**config.mk**
```make
export PLATFORM = sky130hd
export DESIGN_NAME = nps_dist
export DESIGN_NICKNAME = d
export VERILOG_FILES = /design/src/rtl/nps_pkg.sv /design/src/rtl/nps_dist.sv
export SDC_FILE = /design/constraint.sdc
export NUM_CORES = 1
export LEC_CHECK = 0
export CAP_MARGIN = 10
export CORE_ASPECT_RATIO = 1.75
export CORE_MARGIN = 2
export CORE_UTILIZATION = 40
export CTS_CLUSTER_DIAMETER = 30
export DETAILED_ROUTE_END_ITERATION = 10
export DONT_BUFFER_PORTS = 1
export GPL_TIMING_DRIVEN = 1
export PLACE_DENSITY_LB_ADDON = 0.05
export REMOVE_ABC_BUFFERS = 1
export SLEW_MARGIN = 0
export SYNTH_ARGS = -nofsm -noshare
export SYNTH_HDL_FRONTEND = slang
export SYNTH_SLANG_ARGS = --single-unit
```
**constraint.sdc**
```tcl
create_clock -name clk -period 19.9 [get_ports clk]
set_input_delay 3.98 -clock clk [delete_from_list [all_inputs] [get_ports clk]]
set_output_delay 3.98 -clock clk [all_outputs]
set_load 0.05 [all_outputs]
```
**src/rtl/nps_pkg.sv**
```systemverilog
// ----------------------------------------------------------------------------
// nps_pkg
// Shared constants and types for the nearest point search block.
// ----------------------------------------------------------------------------
package nps_pkg;

    localparam int NPS_MAX_ENTRIES = 32768;
    localparam int NPS_COORD_BITS  = 16;
    localparam int NPS_COUNT_BITS  = 16;

    localparam logic OP_LOAD  = 1'b0;
    localparam logic OP_QUERY = 1'b1;

    typedef enum logic [1:0] {
        ST_IDLE,
        ST_SCAN,
        ST_DRAIN,
        ST_RESULT
    } nps_state_t;

    // Sideband that travels with each table entry through the distance pipe.
    typedef struct packed {
        logic valid;
        logic last;
    } nps_tag_t;

endpackage

```
**src/rtl/nps_dist.sv**
```systemverilog
// ----------------------------------------------------------------------------
// nps_dist
// Three-stage squared distance pipe: difference/magnitude, square, sum.
// ----------------------------------------------------------------------------
module nps_dist
    import nps_pkg::*;
#(
    parameter int COORD_BITS = NPS_COORD_BITS,
    parameter int IDX_W      = 15,
    localparam int DIST_W    = 2 * COORD_BITS + 1
)
(
    input  logic                    clk,
    input  logic                    rst_n,
    input  nps_tag_t                in_tag,
    input  logic [IDX_W-1:0]        in_index,
    input  logic [2*COORD_BITS-1:0] in_point,
    input  logic [COORD_BITS-1:0]   query_x,
    input  logic [COORD_BITS-1:0]   query_y,
    output nps_tag_t                out_tag,
    output logic [IDX_W-1:0]        out_index,
    output logic [DIST_W-1:0]       out_dist
);

    localparam int C = COORD_BITS;

    logic [C:0]       dx;
    logic [C:0]       dy;
    logic [C:0]       dx_abs;
    logic [C:0]       dy_abs;
    logic [C-1:0]     magx_reg;
    logic [C-1:0]     magy_reg;
    logic [2*C-1:0]   sqx_reg;
    logic [2*C-1:0]   sqy_reg;
    logic [2*C-1:0]   sqx_next;
    logic [2*C-1:0]   sqy_next;
    logic [DIST_W-1:0] sum_reg;
    nps_tag_t         tag1_reg;
    nps_tag_t         tag2_reg;
    nps_tag_t         tag3_reg;
    logic [IDX_W-1:0] idx1_reg;
    logic [IDX_W-1:0] idx2_reg;
    logic [IDX_W-1:0] idx3_reg;

    // entry word is {x, y}; differences are taken one bit wider, sign-extended
    always_comb
    begin
        dx = {in_point[2*C-1], in_point[2*C-1:C]} - {query_x[C-1], query_x};
        dy = {in_point[C-1], in_point[C-1:0]} - {query_y[C-1], query_y};
        dx_abs = dx[C] ? (~dx + 1'b1) : dx;
        dy_abs = dy[C] ? (~dy + 1'b1) : dy;
        sqx_next = (2*C)'(magx_reg) * (2*C)'(magx_reg);
        sqy_next = (2*C)'(magy_reg) * (2*C)'(magy_reg);
    end

    always_ff @(posedge clk)
    begin
        magx_reg <= dx_abs[C-1:0];
        magy_reg <= dy_abs[C-1:0];
        sqx_reg  <= sqx_next;
        sqy_reg  <= sqy_next;
        sum_reg  <= DIST_W'(sqx_reg) + DIST_W'(sqy_reg);
        idx1_reg <= in_index;
        idx2_reg <= idx1_reg;
        idx3_reg <= idx2_reg;
    end

    always_ff @(posedge clk or negedge rst_n)
    begin
        if (!rst_n)
        begin
            tag1_reg <= '0;
            tag2_reg <= '0;
            tag3_reg <= '0;
        end
        else
        begin
            tag1_reg <= in_tag;
            tag2_reg <= tag1_reg;
            tag3_reg <= tag2_reg;
        end
    end

    assign out_tag   = tag3_reg;
    assign out_index = idx3_reg;
    assign out_dist  = sum_reg;

endmodule
```
Word level (Yosys, flattened, before mapping)
Cells that the tools add are included.
{"block": "word_totals", "reg_bits": 180, "inputBits": 83, "output_inout_bits": 50, "elab_cells": 25}
{"block": "classes", "addsub": 5, "mul": 2, "n_mux": 2, "bitwise": 2}
{"cell": "16-bit by 16-bit multiplier with 32-bit output", "n": 2}
{"cell": "16-bit by 16-bit subtractor with 17-bit output", "n": 2}
{"cell": "32-bit by 32-bit adder with 33-bit output", "n": 1}
{"cell": "16-bit by 1-bit adder with 16-bit output, second input constant", "n": 2}
{"cell": "16-bit 2-to-1 mux", "n": 2}
{"cell": "16-bit inverter", "n": 2}

Depth between registers and ports, before layout
Gate-level depths: netlist (run 1).
{"block": "depth", "ltp_word": 4, "mapped_depth": 25, "mapped_depth_nobuf": 24}

Least setup slack after synthesis (run 1)
Ideal clock, no wire load.
{"block": "synth_path", "path_kind": "input port to flip-flop", "start": "in in_point[0]", "end": "reg magy_reg[15]", "arrival_ns": 6.691, "t_required_ns": 19.828, "path_slack_ns": 13.137, "stages": 13, "n_path_buf": 0, "cell_sequence": "inv_1 ha_1 inv_1 fa_1 a21o_1 a21oi_1 xnor2_1 or3_1 or4b_1 nor2b_1 nand3b_1 a311oi_1 xnor2_1"}
{"block": "synth_via", "elab_chain_cells": 4}
{"element": "start: declaration", "line_no": "nps_dist.sv:17", "source": "input logic [2*COORD_BITS-1:0] in_point,"}
{"element": "16-bit by 16-bit subtractor with 17-bit output (*)", "line_no": "nps_dist.sv:49", "source": "dy = {in_point[C-1], in_point[C-1:0]} - {query_y[C-1], query_y};"}
{"element": "16-bit inverter", "line_no": "nps_dist.sv:51", "source": "dy_abs = dy[C] ? (~dy + 1'b1) : dy;"}
{"element": "16-bit by 1-bit adder with 16-bit output", "line_no": "nps_dist.sv:51"}
{"element": "16-bit 2-to-1 mux (*)", "line_no": "nps_dist.sv:51"}
{"element": "net dy_abs[15]", "line_no": "nps_dist.sv:30", "source": "logic [C:0] dy_abs;"}
{"element": "end signal: assignment", "line_no": "nps_dist.sv:59", "source": "magy_reg <= dy_abs[C-1:0];"}
{"element": "end: declaration", "line_no": "nps_dist.sv:32", "source": "logic [C-1:0] magy_reg;"}
Mark *: on every way through the listed nets, which the timed path passes. The rest lies on a longest branch.

Final worst setup path (run 1)
{"block": "layout_path", "start": "reg magy_reg[7]", "end": "reg sqy_reg[28]"}
{"block": "layout_via", "elab_chain_cells": 1}
{"element": "16-bit by 16-bit multiplier with 32-bit output", "line_no": "nps_dist.sv:53", "source": "sqy_next = (2*C)'(magy_reg) * (2*C)'(magy_reg);"}
{"element": "net sqy_next[28]", "line_no": "nps_dist.sv:36", "source": "logic [2*C-1:0] sqy_next;"}
{"element": "end signal: assignment", "line_no": "nps_dist.sv:61", "source": "sqy_reg <= sqy_next;"}
{"element": "end: declaration", "line_no": "nps_dist.sv:34", "source": "logic [2*C-1:0] sqy_reg;"}
The timed path passes the listed nets, and every way through them passes these cells.

==> results.toml, run 1 <==
[timing]
slew_viol_final = 0
final_count_of_negative_setup_slack_endpoints = 0
tightestPinTransition_ns = 1.08
setup_tns_ns = 0
layout_worst_path_cycle_share_pct = 35.9
fin_worst_skew_ns = 0.0140
finalHoldViolCount = 0
max_clock_freq_ghz = 0.140
rsz0062_at_grt = "false"
period_minus_slack_ns = 7.14
slew-limit-headroom_pct = 27.9

[die]
num_ports = 133
die_area_mm2 = 0.0558
chipWidth_um = 180
placement_rows = 112
coreArea_mm2 = 0.0533
floorplan.initialDensity_pct = 40.5
vertical_die_dimension_um = 311

[setup_path]
cp-startpoint = "magy_reg[7]$_DFF_P_"
r2r_start = "magy_reg[7]$_DFF_P_"
reg2reg_slack_ns = 12.76
endpoint_class_of_the_critical_path = "register"
ws_path_type = "reg -> reg"
crit_required_ns = 20.30
timing.critical_path.arrival_ns = 7.53
worst-path-max-fanout = 15
worst_setup_path_start_kind = "register"

[clock_tree]
cts_repair_resize_count = 0
clk_pin_slew_worst_paths_ns = 0.08
cts.sink_count = 178
htreeDepth = 4
cts_hold_buf = 0
clock_insertion_delay_worst_skew_ns = 0.46
clock_path_buffers = 2
clock_tree.root_cell = "clkbuf_16"
numCtsBuffers = 17
postCtsSetupRepairBufs = 0
clock_tree_from_tritoncts = "done"

[global_routing]
number_of_global_route_vias_before_repair = 16192
track_usage_pct = 17.9
grt_pass1_wl_um = 80200
globalRoute.totalOverflow = 0
grt_start_max_net_pins = 21
antenna_found_initial = 0

[final_layout]
share_of_post_route_cells_with_drive_strength_above_1_pct = 2.90
fillers = 5310
nets = 3006
area.growth.synth_to_final_pct = 6.18
max_reg_flops = 33

[drt]
via_count = 14571
detailedRoute.firstPassIterationCount = 7
drc = 0
detail_route.wirelength_um = 48200
wl_per_cell_um = 15.9
routed_via_density = 4.81
antenna_left = 0
drt_iter0_markers = 370

[logic_synthesis]
postSynth.asyncResetShare_pct = 3.37
postSynthAreaPerCell_um2 = 9.17
synth_cells = 2351
postSynth.topFlopCell = "dfxtp_1"
netlist_area_mm2 = 0.0216
number_of_different_library_cells_in_the_post_synthesis_netlist = 67
synth.yosys.seq_area_share_pct = 16.7
synth_edf_count = 0
yosys_register_bits = 178
ys_warn_count = 0

[job]
drv.max_cap_violation_count = 0

[place]
portBuffers = 0
routability_congestion_estimate_from_global_placement = 0.854
post_dp_hpwl_um = 41600

[outcome]
status = "finished clean"

[worst_hold_path]
worst_hold_startpoint = "idx2_reg[13]$_DFF_P_"
hp-class = "reg -> reg"
-- cells by family after synthesis --
logic type	share of synthesized area, %
flops	16.7
compound gates	9.17
simple gates	11.8
xor+xnor	5.61
buf+inv	10.7
fa+ha+maj	45.8
mux	0.209
-- final timing paths --
path | endpoint | cells after the start
worst max-delay path | sqy_reg[28]$_DFF_P_ | 22
worst min-delay path | out_index[13]$_DFF_P_ | 0
worst max register to register | sqy_reg[28]$_DFF_P_ | 22
worst min register to register | out_index[13]$_DFF_P_ | 0
max in group asynchronous | tag1_reg[0]$_DFF_PN0_ | 0
min in group asynchronous | tag2_reg[0]$_DFF_PN0_ | 0
-- worst max-delay path, stage by stage (launching register included) --
cell and delay (ns):
dfxtp_1 0.82, nand2_1 0.18, fa_1 0.57, inv_1 0.06, ha_1 0.17, a21o_1 0.17
fa_1 0.53, inv_1 0.05, fa_1 0.53, inv_1 0.05, fa_1 0.47, inv_1 0.05
fa_1 0.47, inv_1 0.04, ha_1 0.32, and4_1 0.26, a221o_1 0.37, a31oi_2 0.24
nand3_1 0.23, a221oi_1 0.45, o21ai_0 0.30, or4b_2 0.66, nand3_1 0.08
-- layer usage --
layer	global-route usage, %	routed length [um]
met1	17.8	17700
met2	37.1	28200
met5	0	0
met4	7.04	1520
met3	1.67	751
-- placed cells by master, fill, tap and decap left out, drive strengths merged, types with 38 or more instances in the layout --
cell / instances
a21o: 38
dfxtp: 172
xor2: 46
fa: 326
ha: 267
nand2: 179
o21ai: 44
xnor2: 92
nor2: 121
and2: 85
inv: 577
a21oi: 84
-- cell usage after synthesis (all sizes together) (6+ instances only) --
| library cell | count | area share (%) |
|---|---|---|
| inv | 570 | 9.9 |
| fa | 326 | 30 |
| ha | 267 | 15 |
| nand2 | 179 | 3.1 |
| dfxtp | 172 | 16 |
| nor2 | 121 | 2.1 |
| xnor2 | 92 | 3.7 |
| and2 | 85 | 2.5 |
| a21oi | 84 | 2.0 |
| clkbuf | 46 | 0.80 |
| xor2 | 46 | 1.9 |
| o21ai | 44 | 1.0 |
| a21o | 38 | 1.3 |
| nor3 | 24 | 0.56 |
| o21a | 24 | 0.84 |
| nor2b | 23 | 0.67 |
| and3 | 18 | 0.52 |
| nand2b | 18 | 0.52 |
| nand3 | 16 | 0.37 |
| a31oi | 15 | 0.46 |
| a211oi | 14 | 0.49 |
| o21bai | 13 | 0.47 |
| or2 | 8 | 0.23 |
| o31ai | 7 | 0.24 |
| a211o | 6 | 0.24 |
| a31o | 6 | 0.24 |
| dfrtp | 6 | 0.70 |
-- through the flow --
stage          hold WS, ns  worst slack [ns]  instance area (um^2)  cells  util (%)
5_1_grt              0.336             12.48                 22900   3027      43.0
2_1_floorplan        0.310             13.14                 21400   2304         -
6_report             0.323             12.76                 22900   3028      43.0
3_3_place_gp         0.310             12.80                 22300   2995      41.9
3_5_place_dp         0.312             12.72                 22300   2995      41.9
4_1_cts              0.323             12.70                 22900   3027      43.0
-- area by class of cell --
cell class / instances / area (um^2) / share of cell area [%]
multi-input cells: 1556 / 15700 / 68.4
flip-flops and latches: 178 / 3590 / 15.7
inverters: 570 / 2140 / 9.35
well taps: 684 / 856 / 3.74
clock buffers: 18 / 439 / 1.92
clock inverters: 14 / 159 / 0.694
repair buffers: 7 / 52.6 / 0.230
diodes: 1 / 2.50 / 0.0109
Power of run 1 is left out: the tool's default activity adds up to more than one toggle a clock period on the data nets, which glitch-free logic cannot reach.
==> run 2, diff against run 1 <==
Clock period 19.9 ns to 6.86 ns, I/O delays scaled along.
==> run 2 against run 1 <==
  * Final area rose by 1.4%
  * Non-clock buffer count rose by 47
  * Clock skew fell by 0.0037 ns
  * Highest routed layer unchanged
  * Clock-buffer cell count did not move
==> results.toml, run 2 (synthesis gave the netlist of run 1 again) <==
[outcome]
status = "finished clean"

[place]
routability_congestion_estimate_from_global_placement = 0.893
portBuffers = 0
post_dp_hpwl_um = 43400

[final_layout]
nets = 3053
highest_count_cells_in_the_layout_ignoring_fill_and_taps = "inv_1, fa_1, ha_1"
sequential_cell_area_mm2 = 0.00360
share_of_post_route_cells_with_drive_strength_above_1_pct = 4.94
multi_input_combinational_cell_area_mm2 = 0.0157
antennaDiodeCount = 0
layout_commonest_cell = "inv_1"
max_reg_flops = 33
area.growth.synth_to_final_pct = 7.72
fillers = 5370

[setup_path]
worst-path-max-fanout = 7
timing.critical_path.mode_cell = "fa_1"
cpPeakStageDelay_ns = 0.54
crit_required_ns = 7.25
standard_cell_with_the_maximum_stage_delay_on_the_critical_path = "fa_1"
timing.critical_path.arrival_ns = 6.96
worst_setup_path_start_kind = "register"
endpoint_class_of_the_critical_path = "register"
crit_path_cell_trace = "buf_4 > and2_1 > fa_1 > inv_1 > fa_1 > inv_1 > fa_1 > fa_1 > fa_1 > inv_1 > fa_1 > inv_1 > ha_1 > a211o_1 > or4_1 > o21a_1 > a221o_1 > o311a_4 > a221oi_4 > o21bai_2 > a21oi_2 > xnor2_1"
ws_path_type = "reg -> reg"

[drt]
detailedRoute.firstPassIterationCount = 4
via_count = 14798
drc = 0
drt_iter0_markers = 415
detail_route.wirelength_um = 49600
antenna_left = 0
routed_via_density = 4.81
wl_per_cell_um = 16.1

[die]
die_area_mm2 = 0.0558
vertical_die_dimension_um = 311
num_ports = 133
chipWidth_um = 180
floorplan.initialDensity_pct = 40.5
placement_rows = 112
coreArea_mm2 = 0.0533

[global_routing]
grt_start_max_net_pins = 20
globalRoute.totalOverflow = 0
track_usage_pct = 18.6
antenna_found_initial = 0
number_of_global_route_vias_before_repair = 16537
grt_pass1_wl_um = 82800

[timing]
finalHoldViolCount = 0
tightestPinTransition_ns = 0.659
period_minus_slack_ns = 6.57
max_clock_freq_ghz = 0.152
rsz0062_at_grt = "false"
slew_viol_final = 0
final_count_of_negative_setup_slack_endpoints = 0
setup_tns_ns = 0
fin_worst_skew_ns = 0.0103
layout_worst_path_cycle_share_pct = 95.8
slew-limit-headroom_pct = 55.7

[worst_hold_path]
hp-class = "reg -> reg"

[job]
drv.max_cap_violation_count = 0

[clock_tree]
cts.sink_count = 178
clk_pin_slew_worst_paths_ns = 0.07
clock_tree.root_cell = "clkbuf_16"
clock_path_buffers = 2
clock_insertion_delay_worst_skew_ns = 0.46
clock_tree_from_tritoncts = "done"
numCtsBuffers = 17
htreeDepth = 4
[run 2: changes by cell type in the layout (fill, tap and decap cells not counted), sizes merged]
cell / previous run / this run
clkinv: 7 / 5
diode: 1 / 0
clkinvlp: 0 / 2
buf: 7 / 54
[run 2: cell type report]
cell class                 count  share of cell area [%]
multi-input combinational   1556                    67.4
sequential                   178                    15.5
inverter                     570                    9.23
tap                          684                    3.68
clock buffer                  18                    1.85
timing repair buffer          54                    1.75
clock inverter                14                   0.603
[run 2: metrics by stage]
step / std cells / worst slack (ns) / hold WS (ns) / cell area (um^2) / util (%)
floorplan: 2304 / 0.517 / 0.310 / 21400 / -
global placement: 3041 / 0.175 / 0.310 / 22600 / 42.5
detailed placement: 3041 / 0.0641 / 0.312 / 22600 / 42.5
CTS: 3073 / 0.131 / 0.322 / 23200 / 43.6
global route: 3074 / 0.00118 / 0.325 / 23200 / 43.6
finish: 3074 / 0.288 / 0.326 / 23200 / 43.6
[run 2: path summary, 6_finish.rpt]
check                                      from  slack, ns  cells after the start               endpoint
max                         magy_reg[3]$_DFF_P_       0.29                     22    sqy_reg[29]$_DFF_P_
min                        idx2_reg[13]$_DFF_P_       0.33                      0  out_index[13]$_DFF_P_
max reg2reg                 magy_reg[3]$_DFF_P_       0.29                     22    sqy_reg[29]$_DFF_P_
min reg2reg                idx2_reg[13]$_DFF_P_       0.33                      0  out_index[13]$_DFF_P_
max in group asynchronous                 rst_n       6.19                      0   out_tag[0]$_DFF_PN0_
min in group asynchronous                 rst_n       0.60                      0  tag1_reg[0]$_DFF_PN0_
[run 2: routing by layer]
layer	global-route usage, %	share of wire (%)	up-vias
li1	-	-	7342
met1	18.4	36	7206
met2	38.3	59	182
met3	1.90	1.7	68
met4	7.89	3.8	0
met5	0	0	-
[run 2: what timing repair did]
action / CTS / global route
gates resized for setup: 1 / 5
hold buffers: 0 / 0
pin swaps: 0 / 1
setup buffers: 0 / 1
setup endpoints to repair: 1 / 4
[run 2: worst max-delay path: cells and delay by family, from the launching register on]
kind	cells	cell delay, ns
XOR/XNOR	1	0.12
adder cells (fa/ha/maj)	7	3.27
AND/OR/NAND/NOR	2	0.57
AO/OA/AOI/OAI	7	1.84
buffers and inverters	5	0.35
flip-flops	1	0.33
Power of run 2 is left out for the same reason.
==> run 3, diff against run 2 <==
Clock period 6.86 ns to 6.2 ns, I/O delays scaled along.
==> run 3 against run 2 <==
  * The run now ends with setup timing left
  * Register-to-register slack worse by 0.45 ns
  * Non-clock buffer count grew 159
  * Final area rose by 6.7%
  * Critical path depth decreased by 1
  * First-iteration DRC count grew 12%
  * Cell count grew 5.2%
  * Critical path type unchanged
  * Highest routed layer unchanged
==> results.toml, run 3 (synthesis gave the netlist of run 1 again) <==
[outcome]
status = "complete, but fails checks"
violations = "setup timing"

[setup_path]
crit_required_ns = 6.59
r2r_start = "magy_reg[3]$_DFF_P_"
worst_setup_path_start_kind = "register"
worst_setup_path_endpoint = "sqy_reg[29]$_DFF_P_"
timing.critical_path.arrival_ns = 6.76
ws_path_type = "reg -> reg"
cp-startpoint = "magy_reg[3]$_DFF_P_"
endpoint_class_of_the_critical_path = "register"
rr_worst_depth = 21
crit-reg2reg-capture = "sqy_reg[29]$_DFF_P_"
worst-path-max-fanout = 4
reg2reg_slack_ns = -0.17

[clock_tree]
htreeDepth = 4
clock_tree_from_tritoncts = "done"
clock_tree.root_cell = "clkbuf_16"
clock_insertion_delay_worst_skew_ns = 0.47
clock_path_buffers = 2
numCtsBuffers = 17
clk_pin_slew_worst_paths_ns = 0.08
cts.sink_count = 178

[final_layout]
nets = 3212
share_of_post_route_cells_with_drive_strength_above_1_pct = 13.3
postLayoutCellArea_mm2 = 0.0248
max_reg_flops = 33
antennaDiodeCount = 0
area.growth.synth_to_final_pct = 15.0
layout_commonest_cell = "inv_1"
highest_count_cells_in_the_layout_ignoring_fill_and_taps = "inv_1, fa_1, ha_1"

[die]
num_ports = 133
die_area_mm2 = 0.0558
placement_rows = 112
vertical_die_dimension_um = 311
coreArea_mm2 = 0.0533
chipWidth_um = 180
floorplan.initialDensity_pct = 40.5

[timing]
finalHoldViolCount = 0
layout_worst_path_cycle_share_pct = 103
rsz0062_at_grt = "true"
timing.final.ws_setup_ns = -0.166
final_count_of_negative_setup_slack_endpoints = 4
setup_tns_ns = -0.443
fin_worst_skew_ns = 0.0133
max_clock_freq_ghz = 0.157
slew_viol_final = 0
period_minus_slack_ns = 6.37
slew-limit-headroom_pct = 25.7
whs_ns = 0.317
tightestPinTransition_ns = 1.11

[global_routing]
track_usage_pct = 18.6
number_of_global_route_vias_before_repair = 17204
grt_start_max_net_pins = 19
globalRoute.totalOverflow = 0
grt_pass1_wl_um = 83400
antenna_found_initial = 0

[place]
minimum_setup_slack_after_placement_ns = -0.345
routability_congestion_estimate_from_global_placement = 0.850
portBuffers = 0
dpl-instance-area_mm2 = 0.0238
post_dp_hpwl_um = 43800

[drt]
routed_via_density = 4.79
antenna_left = 0
via_count = 15477
detailedRoute.firstPassIterationCount = 4
detail_route.wirelength_um = 49900
drc = 0
wl_per_cell_um = 15.4
drt_iter0_markers = 465

[job]
drv.max_cap_violation_count = 0

[worst_hold_path]
worst_hold_startpoint = "idx1_reg[13]$_DFF_P_"
hp-class = "reg -> reg"
-- run 3: stage by stage --
stage / instances / util (%)
after floorplan: 2304 / -
after global placement: 3189 / 44.6
after detailed placement: 3189 / 44.6
after CTS: 3222 / 46.0
after global routing: 3233 / 46.5
final: 3233 / 46.5
-- run 3: worst min path at each step --
| stage | cells after the start | slack, ns | endpoint |
|---|---|---|---|
| 6_report | 0 | 0.32 | idx2_reg[13]$_DFF_P_ |
| 5_1_grt | 0 | 0.33 | out_index[7]$_DFF_P_ |
| 4_1_cts | 0 | 0.32 | idx2_reg[13]$_DFF_P_ |
| 3_5_place_dp | 0 | 0.31 | idx2_reg[13]$_DFF_P_ |
| 3_3_place_gp | 0 | 0.31 | idx2_reg[7]$_DFF_P_ |
| 2_1_floorplan | 0 | 0.31 | idx2_reg[0]$_DFF_P_ |
-- run 3: metal layers --
layer  wire length, um  track usage, %
met1             17900            18.4
met2             29400            38.5
met3               828            1.72
met4              1770            7.43
met5                 0               0
-- run 3: repair_timing --
action | CTS | global route
pin swaps | 19 | 34
hold endpoints to repair | 0 | 0
setup buffers | 1 | 11
hold buffers | 0 | 0
gates resized for setup | 35 | 59
endpoints found under the setup margin | 14 | 17
-- run 3: cell type report --
class / instances / area, um^2
repair buffers: 213 / 1630
clock inverters: 13 / 158
well taps: 684 / 856
multi-input cells: 1556 / 15900
flip-flops and latches: 178 / 3640
inverters: 570 / 2140
clock buffers: 19 / 454
fillers: 5287 / 28500
-- run 3: critical path, stage by stage (launching register included) --
cell and delay, ns:
dfxtp_4 0.36, and2_4 0.17, fa_1 0.54, inv_2 0.04, fa_1 0.52, inv_1 0.05
fa_1 0.49, fa_1 0.42, fa_1 0.51, inv_2 0.04, fa_1 0.48, inv_2 0.04
ha_4 0.21, a211o_1 0.30, or4_1 0.46, o21a_1 0.22, a221o_1 0.36, o311a_4 0.35
a221oi_4 0.37, o21bai_2 0.09, a21oi_2 0.14, xnor2_1 0.12
Power of run 3 is left out for the same reason.
